File: src/rtl/dhot_pkg.sv
// Shared types, codes and constants of the double-hashing key/value table.
package dhot_pkg;

	localparam int MAX_POSITIONS_DEF = 1024;
	localparam int KEY_W = 32;
	localparam int VAL_W = 32;
	localparam int HASH_W = 32;
	localparam int ACT_W = 3;
	localparam int RES_W = 3;
	localparam int CNT_W = 11;
	localparam int CFG_IDX_W = 3;
	localparam int CFG_DATA_W = 16;
	localparam int INIT_POS_RST = 16;
	localparam int MIN_POS_RST = 0;
	localparam int GROW_Q8_RST = 192;
	localparam int SHRINK_Q8_RST = 64;
	localparam int COOLDOWN_RST = 1000;

	typedef enum logic [ACT_W-1:0] {
		ACT_INSERT = 3'd0,
		ACT_UPDATE = 3'd1,
		ACT_REMOVE = 3'd2,
		ACT_LOOKUP = 3'd3,
		ACT_CLEAR  = 3'd4,
		ACT_TICK   = 3'd5
	} act_t;

	typedef enum logic [RES_W-1:0] {
		RES_OK        = 3'd0,
		RES_DUP       = 3'd1,
		RES_NOT_FOUND = 3'd2,
		RES_FULL      = 3'd3,
		RES_GROW_FAIL = 3'd4
	} res_t;

	typedef enum logic [1:0] {
		SL_EMPTY = 2'd0,
		SL_LIVE  = 2'd1,
		SL_TOMB  = 2'd2
	} slot_t;

	localparam logic [CFG_IDX_W-1:0] CFG_INIT   = 3'd0;
	localparam logic [CFG_IDX_W-1:0] CFG_MIN    = 3'd1;
	localparam logic [CFG_IDX_W-1:0] CFG_GROW   = 3'd2;
	localparam logic [CFG_IDX_W-1:0] CFG_SHRINK = 3'd3;
	localparam logic [CFG_IDX_W-1:0] CFG_COOL   = 3'd4;

	// slot address sources
	typedef enum logic [2:0] {
		AS_WIPE,
		AS_NEW,
		AS_OLD,
		AS_PROBE,
		AS_FREE,
		AS_HIT
	} asel_t;

	typedef enum logic [4:0] {
		S_WIPE,
		S_IDLE,
		S_DISP,
		S_CLRNEW,
		S_RH_RD,
		S_RH_EV,
		S_RH_NX,
		S_RH_END,
		S_STEP_LD,
		S_STEP_DIV,
		S_GCD_LD,
		S_GCD,
		S_HOME_LD,
		S_HOME_DIV,
		S_PR_RD,
		S_PR_EV,
		S_OP_END,
		S_INS_FIX,
		S_SHR_CHK,
		S_CA_RD,
		S_CA_EV,
		S_DONE
	} state_t;

	typedef struct packed {
		logic [ACT_W-1:0]  action;
		logic [KEY_W-1:0]  key;
		logic [VAL_W-1:0]  value;
		logic [HASH_W-1:0] hash_home;
		logic [HASH_W-1:0] hash_stride;
	} in_word_t;

	typedef struct packed {
		logic [RES_W-1:0] status;
		logic [VAL_W-1:0] found_value;
		logic [CNT_W-1:0] entry_count;
		logic [CNT_W-1:0] capacity;
	} out_word_t;

	typedef struct packed {
		logic  cfg_ready;
		logic  item_load;
		logic  swp_clr;
		logic  swp_inc;
		logic  empty_init;
		logic  ri_clr;
		logic  ri_inc;
		logic  ncap_dbl;
		logic  ncap_half;
		logic  commit;
		logic  div_s;
		logic  div_h;
		logic  s_from_rem;
		logic  s_inc;
		logic  gcd_load;
		logic  pos_init;
		logic  pr_eval;
		logic  mv_load;
		logic  rh;
		logic  st_we;
		slot_t st_val;
		logic  pl_we;
		asel_t asel;
		logic  live_inc;
		logic  live_dec;
		logic  live_zero;
		logic  pend_chk;
		logic  shr_chk;
		logic  tick;
		logic  set_res;
		res_t  res;
	} cmd_t;

	typedef struct packed {
		logic [ACT_W-1:0] action;
		logic init_wr;
		logic swp_last_all;
		logic swp_last_bank;
		logic ri_last;
		logic div_done;
		logic gcd_done;
		logic gcd_one;
		logic rd_empty;
		logic rd_live;
		logic key_eq;
		logic pi_last;
		logic grow_need;
		logic grow_fail;
		logic has_free;
		logic hit;
		logic shrink_go;
	} sts_t;

endpackage

File: src/rtl/dhot_ctrl.sv
// Sequencer of the table: probes, rehash, sweeps and result strobe.
module dhot_ctrl (
	input  logic          clk,
	input  logic          arst_n,
	input  logic          start,
	input  dhot_pkg::sts_t sts,
	output dhot_pkg::cmd_t cmd,
	output logic          busy,
	output logic          done
);
	import dhot_pkg::*;

	state_t state_q, state_d;
	logic   rh_q;

	always_ff @(posedge clk or negedge arst_n) begin
		if (!arst_n) begin
			state_q <= S_WIPE;
			rh_q    <= 1'b0;
		end else begin
			state_q <= state_d;
			if (cmd.commit)
				rh_q <= 1'b0;
			else if (cmd.ncap_dbl || cmd.ncap_half)
				rh_q <= 1'b1;
		end
	end

	assign busy = (state_q != S_IDLE);
	assign done = (state_q == S_DONE);

	// next state
	always_comb begin
		state_d = state_q;
		case (state_q)
			S_WIPE:     if (sts.swp_last_all) state_d = S_IDLE;
			S_IDLE: begin
				if (start)
					state_d = S_DISP;
				else if (sts.init_wr)
					state_d = S_WIPE;
			end
			S_DISP: begin
				if (sts.action inside {ACT_INSERT, ACT_UPDATE}) begin
					if (sts.grow_need)
						state_d = sts.grow_fail ? S_DONE : S_CLRNEW;
					else
						state_d = S_STEP_LD;
				end else if (sts.action inside {ACT_REMOVE, ACT_LOOKUP})
					state_d = S_STEP_LD;
				else if (sts.action == ACT_CLEAR)
					state_d = S_CA_RD;
				else
					state_d = S_DONE;
			end
			S_CLRNEW:   if (sts.swp_last_bank) state_d = S_RH_RD;
			S_RH_RD:    state_d = S_RH_EV;
			S_RH_EV: begin
				if (sts.rd_live)
					state_d = S_STEP_LD;
				else
					state_d = sts.ri_last ? S_RH_END : S_RH_RD;
			end
			S_RH_NX:    state_d = sts.ri_last ? S_RH_END : S_RH_RD;
			S_RH_END:   state_d = (sts.action == ACT_REMOVE) ? S_DONE : S_STEP_LD;
			S_STEP_LD:  state_d = S_STEP_DIV;
			S_STEP_DIV: if (sts.div_done) state_d = S_GCD_LD;
			S_GCD_LD:   state_d = S_GCD;
			S_GCD:      if (sts.gcd_done) state_d = sts.gcd_one ? S_HOME_LD : S_GCD_LD;
			S_HOME_LD:  state_d = S_HOME_DIV;
			S_HOME_DIV: if (sts.div_done) state_d = S_PR_RD;
			S_PR_RD:    state_d = S_PR_EV;
			S_PR_EV: begin
				if (rh_q)
					state_d = (sts.rd_empty || sts.pi_last) ? S_RH_NX : S_PR_RD;
				else if (sts.rd_empty || (sts.rd_live && sts.key_eq) || sts.pi_last)
					state_d = S_OP_END;
				else
					state_d = S_PR_RD;
			end
			S_OP_END: begin
				if (sts.action inside {ACT_INSERT, ACT_UPDATE})
					state_d = (!sts.hit && sts.has_free) ? S_INS_FIX : S_DONE;
				else if (sts.action == ACT_REMOVE)
					state_d = sts.hit ? S_SHR_CHK : S_DONE;
				else
					state_d = S_DONE;
			end
			S_INS_FIX:  state_d = S_DONE;
			S_SHR_CHK:  state_d = sts.shrink_go ? S_CLRNEW : S_DONE;
			S_CA_RD:    state_d = S_CA_EV;
			S_CA_EV:    state_d = sts.ri_last ? S_DONE : S_CA_RD;
			S_DONE:     state_d = S_IDLE;
			default:    state_d = S_IDLE;
		endcase
	end

	// commands
	always_comb begin
		cmd        = '0;
		cmd.st_val = SL_EMPTY;
		cmd.asel   = AS_PROBE;
		cmd.res    = RES_OK;
		cmd.rh     = rh_q;
		case (state_q)
			S_WIPE: begin
				cmd.st_we   = 1'b1;
				cmd.asel    = AS_WIPE;
				cmd.swp_inc = 1'b1;
				cmd.empty_init = sts.swp_last_all;
			end
			S_IDLE: begin
				cmd.cfg_ready = !start;
				cmd.swp_clr   = 1'b1;
				cmd.ri_clr    = 1'b1;
				cmd.item_load = start;
			end
			S_DISP: begin
				if (sts.action inside {ACT_INSERT, ACT_UPDATE}) begin
					if (sts.grow_need && sts.grow_fail) begin
						cmd.set_res = 1'b1;
						cmd.res     = RES_GROW_FAIL;
					end else if (sts.grow_need)
						cmd.ncap_dbl = 1'b1;
				end else if (sts.action == ACT_TICK)
					cmd.tick = 1'b1;
			end
			S_CLRNEW: begin
				cmd.st_we   = 1'b1;
				cmd.asel    = AS_NEW;
				cmd.swp_inc = 1'b1;
			end
			S_RH_RD: cmd.asel = AS_OLD;
			S_RH_EV: begin
				cmd.asel    = AS_OLD;
				cmd.mv_load = sts.rd_live;
				cmd.ri_inc  = !sts.rd_live && !sts.ri_last;
			end
			S_RH_NX:    cmd.ri_inc = !sts.ri_last;
			S_RH_END:   cmd.commit = 1'b1;
			S_STEP_LD:  cmd.div_s = 1'b1;
			S_STEP_DIV: cmd.s_from_rem = sts.div_done;
			S_GCD_LD:   cmd.gcd_load = 1'b1;
			S_GCD:      cmd.s_inc = sts.gcd_done && !sts.gcd_one;
			S_HOME_LD:  cmd.div_h = 1'b1;
			S_HOME_DIV: cmd.pos_init = sts.div_done;
			S_PR_RD:    cmd.asel = AS_PROBE;
			S_PR_EV: begin
				cmd.asel = AS_PROBE;
				if (rh_q && sts.rd_empty) begin
					cmd.st_we  = 1'b1;
					cmd.st_val = SL_LIVE;
					cmd.pl_we  = 1'b1;
				end else
					cmd.pr_eval = 1'b1;
			end
			S_OP_END: begin
				if (sts.action inside {ACT_INSERT, ACT_UPDATE}) begin
					if (sts.hit) begin
						if (sts.action == ACT_INSERT) begin
							cmd.set_res = 1'b1;
							cmd.res     = RES_DUP;
						end else begin
							cmd.pl_we = 1'b1;
							cmd.asel  = AS_HIT;
						end
					end else if (!sts.has_free) begin
						cmd.set_res = 1'b1;
						cmd.res     = RES_FULL;
					end else begin
						cmd.st_we    = 1'b1;
						cmd.st_val   = SL_LIVE;
						cmd.pl_we    = 1'b1;
						cmd.asel     = AS_FREE;
						cmd.live_inc = 1'b1;
					end
				end else if (sts.action inside {ACT_REMOVE, ACT_LOOKUP}) begin
					if (!sts.hit) begin
						cmd.set_res = 1'b1;
						cmd.res     = RES_NOT_FOUND;
					end else if (sts.action == ACT_REMOVE) begin
						cmd.st_we    = 1'b1;
						cmd.st_val   = SL_TOMB;
						cmd.asel     = AS_HIT;
						cmd.live_dec = 1'b1;
					end
				end
			end
			S_INS_FIX: cmd.pend_chk = 1'b1;
			S_SHR_CHK: begin
				cmd.shr_chk   = 1'b1;
				cmd.ncap_half = sts.shrink_go;
			end
			S_CA_RD: cmd.asel = AS_OLD;
			S_CA_EV: begin
				cmd.asel      = AS_OLD;
				cmd.st_we     = sts.rd_live;
				cmd.st_val    = SL_TOMB;
				cmd.live_zero = sts.ri_last;
				cmd.ri_inc    = !sts.ri_last;
			end
			S_DONE: ;
			default: ;
		endcase
	end

endmodule

File: config.mk
export PLATFORM = sky130hd
export DESIGN_NAME = dhot_ctrl
export DESIGN_NICKNAME = d
export VERILOG_FILES = /design/src/rtl/dhot_pkg.sv /design/src/rtl/dhot_ctrl.sv
export SDC_FILE = /design/constraint.sdc
export NUM_CORES = 1
export LEC_CHECK = 0
export BUFFER_PORTS_ARGS = -buffer_cell sky130_fd_sc_hd__buf_2
export CAP_MARGIN = 15
export CORE_ASPECT_RATIO = 0.75
export CORE_MARGIN = 1.5
export CORE_UTILIZATION = 45
export CTS_CLUSTER_SIZE = 16
export DETAILED_ROUTE_END_ITERATION = 8
export PLACE_DENSITY = 0.81
export SLEW_MARGIN = 10
export SYNTH_ARGS = -nofsm -noshare
export SYNTH_HDL_FRONTEND = slang
export SYNTH_SLANG_ARGS = --single-unit
File: constraint.sdc
create_clock -name clk -period 2.5 [get_ports clk]
set_clock_uncertainty 0.2 [all_clocks]
set_input_delay 0.5 -clock clk [delete_from_list [all_inputs] [get_ports clk]]
set_output_delay 0.5 -clock clk [all_outputs]
set_load 0.01 [all_outputs]
==> impl_results.md <==
* Vias after detailed routing at 1570
* Insertion delay to the later sink of the worst-skew pair at 240 ps
* Iteration-0 DRC Markers at 134
* Largest net degree at the start of global routing at 17
* Clk pin slew, worst setup/hold paths at 40 ps
* Syn nets at 193
* Pwr dens at 827 nW/um2
* Std-Cell Rows at 15
* Pre-CTS WS at 62.7 ps
* Initial antenna violation count at 0
* Worst Setup Start Kind: register
* Seq cells post-synth at 6
* DR pass1 iterations at 4
* Vias in the first global route at 1331
* Crit. End Element: output pin
* Sw Share at 51.4%
* Nets at 264
* Yosys cell types at 47
* Minimum clock period at 2420 ps
* Ys async rst share at 100%
* Design area at 1590 um2
* CP delay by family, top: simple AND/OR/NAND/NOR gates
* Post-Synthesis Cell Area at 1100 um2
* Die Span Y at 45.9 um
* Core Area at 2310 um2
* Fin crit share at 96.8%
* DP Area at 1510 um2
* Commonest non-fill, non-tap cell in the layout: buf_2
* Vias per cell at 5.73
* Max cap viols at 0
* Crit path DAT at 1720 ps
* Share of cells above drive strength 1 at 40.4%
* Total Routing Usage GR at 28.2%
* Fmax at 0.413 GHz
* Syn Inst Count at 171
* Num Clock Sinks at 6
* Clk root buf: clkbuf_4
* Crit path cell chain: buf_4 > nor3_2 > nand2_1 > nor3_2 > a31o_2 > buf_2
* Synthesis Warnings at 0
* Fin. max-slew vios at 0
* Cells after DPL at 270
* GP Congestion at 0.971
* CP max stage delay at 440 ps
* Relative slew margins at 69.9%
* Clock power share at 6.7%
* Starting Density at 47.8%
* Inserted Diodes at 0
* Seq/Total Area, Yosys at 13.6%
* Final setup violation count at 0
* DR DRC count at 0
* Worst Path Required at 1800 ps
* Final Hold Fails at 0
* Outcome: complete, no violations
* CP Buf/Inv Count at 2
* Hold WS at 344 ps
* Chip Width at 60.2 um
* Crit-path max FO at 16
* Setup ws final at 81.0 ps
* Most frequent cells in the layout: buf_2, nor2_1, nand2_1, buf_4
* VDD IR max at 413 uV
* GRT overflow at 0
* Drt wl/cell at 14.3 um
* Gate power share at 75.5%
* CTS buffer count at 3
* Post-synth EDFFs at 0
* LEAKAGE at 0.000807 uW
* Post-detail-place hpwl at 3.07 mm
* CTS max path bufs at 2
* Sw Pwr at 675 uW
* CTS tree: done
* Worst Hold Class: input pin to register
* I/O Buffers at 59
* Post-route ant nets at 0
* Main synth FF type: dfrtp_1
* Internal at 638 uW
* Area grow syn2layout at 44.2%
* Final wirelength at 3.93 mm
* Worst-margin pin slew at 446 ps
* Crit path kind: register to output pin
* Fin cells at 274
* DIE AREA at 2760 um2
* Htree depth at 1
* Mean area per synthesized cell at 6.45 um2
* Slowest cell on crit path: dfrtp_1
* Reg power frac at 17.8%
* Design Power at 1310 uW
* CP dominant cell by count: nor3_2
* First-pass GRT wire length at 5.87 mm
* IO Pins at 60
power groups by stage:
stage | Clock, uW | Sequential [uW] | Combinational (uW)
6_report | 87.4 | 234 | 992
5_1_grt | 99.3 | 245 | 1070
4_1_cts | 91.9 | 220 | 957
3_5_place_dp | 0 | 216 | 953
3_3_place_gp | 0 | 217 | 948
2_1_floorplan | 0 | 153 | 655
cells in the mapped netlist (2+ instances only):
cell | number | area (um2)
nor2_1 | 21 | 78.8
nand2_1 | 20 | 75.1
o21ai_0 | 11 | 55.1
a21oi_1 | 10 | 50.1
and3_1 | 10 | 62.6
nor3_1 | 10 | 50.1
buf_2 | 7 | 35.0
nand2b_1 | 7 | 43.8
dfrtp_1 | 6 | 150
nor2b_1 | 6 | 37.5
nand3_1 | 5 | 25.0
nor3b_1 | 5 | 37.5
inv_1 | 4 | 15.0
nand3b_1 | 4 | 30.0
a41oi_1 | 3 | 26.3
mux2i_1 | 3 | 30.0
a31o_2 | 2 | 17.5
a31oi_1 | 2 | 12.5
a32oi_1 | 2 | 17.5
and2_1 | 2 | 12.5
buf_1 | 2 | 7.51
buf_4 | 2 | 15.0
clkbuf_1 | 2 | 7.51
nor4_1 | 2 | 12.5
what timing repair did:
action / in CTS / in global routing
gates resized for setup: 1 / 12
gates cloned: 0 / 0
setup buffers: 0 / 0
hold buffers: 1 / 0
setup endpoints to repair: 1 / 14
endpoints found under the hold margin: 6 / 0
per-layer routing:
layer / track usage (%) / vias to the layer above / share of wire, %
li1: - / 772 / -
met3: 2.27 / 2 / 9.3
met5: 0 / - / 0
met4: 9.33 / 0 / 0.10
met1: 41.6 / 701 / 46
met2: 43.0 / 95 / 44
cell families after synthesis:
kind of cell | count (synthesis) | share of synthesized area (%)
AND/OR/NAND/NOR | 101 | 49.4
AO/OA/AOI/OAI | 42 | 25.2
buffers and inverters | 18 | 8.29
flip-flops | 6 | 13.6
multiplexers | 3 | 2.72
XOR/XNOR | 1 | 0.795
worst register-to-register path: cells and delay by family (launching register included):
kind,cells,cell delay [ps]
compound gates,1,60
flops,1,500
simple gates,4,1160
path summary, 6_finish.rpt:
check | startpoint | endpoint | slack, ps | depth (start not counted)
setup / recovery | state_q[2] | cmd[3] | 80 | 6
min in group asynchronous | arst_n | rh_q | 430 | 2
max in group asynchronous | arst_n | state_q[0] | 1510 | 2
hold reg to reg | rh_q | rh_q | 400 | 2
setup reg to reg | state_q[1] | state_q[2] | 420 | 5
hold / removal | sts[14] | state_q[0] | 340 | 2
sequential cells by signal, indices dropped and copies added (netlist names):
signal	count
state_q	5
rh_q	1
layout make-up:
type                       instances  area (um2)
clock buffer                       3        22.5
fill                             214         719
inverter                           4        15.0
multi-input combinational        147         898
sequential                         6         155
tap                               34        42.5
timing repair buffer              80         455
through the flow:
stage	utilization, %	TNS [ps]
2_1_floorplan	-	0
3_3_place_gp	65.6	0
3_5_place_dp	65.6	0
4_1_cts	67.2	0
5_1_grt	68.8	-20.3
6_report	68.8	0
No activity file was read; power rests on OpenSTA's default activity.
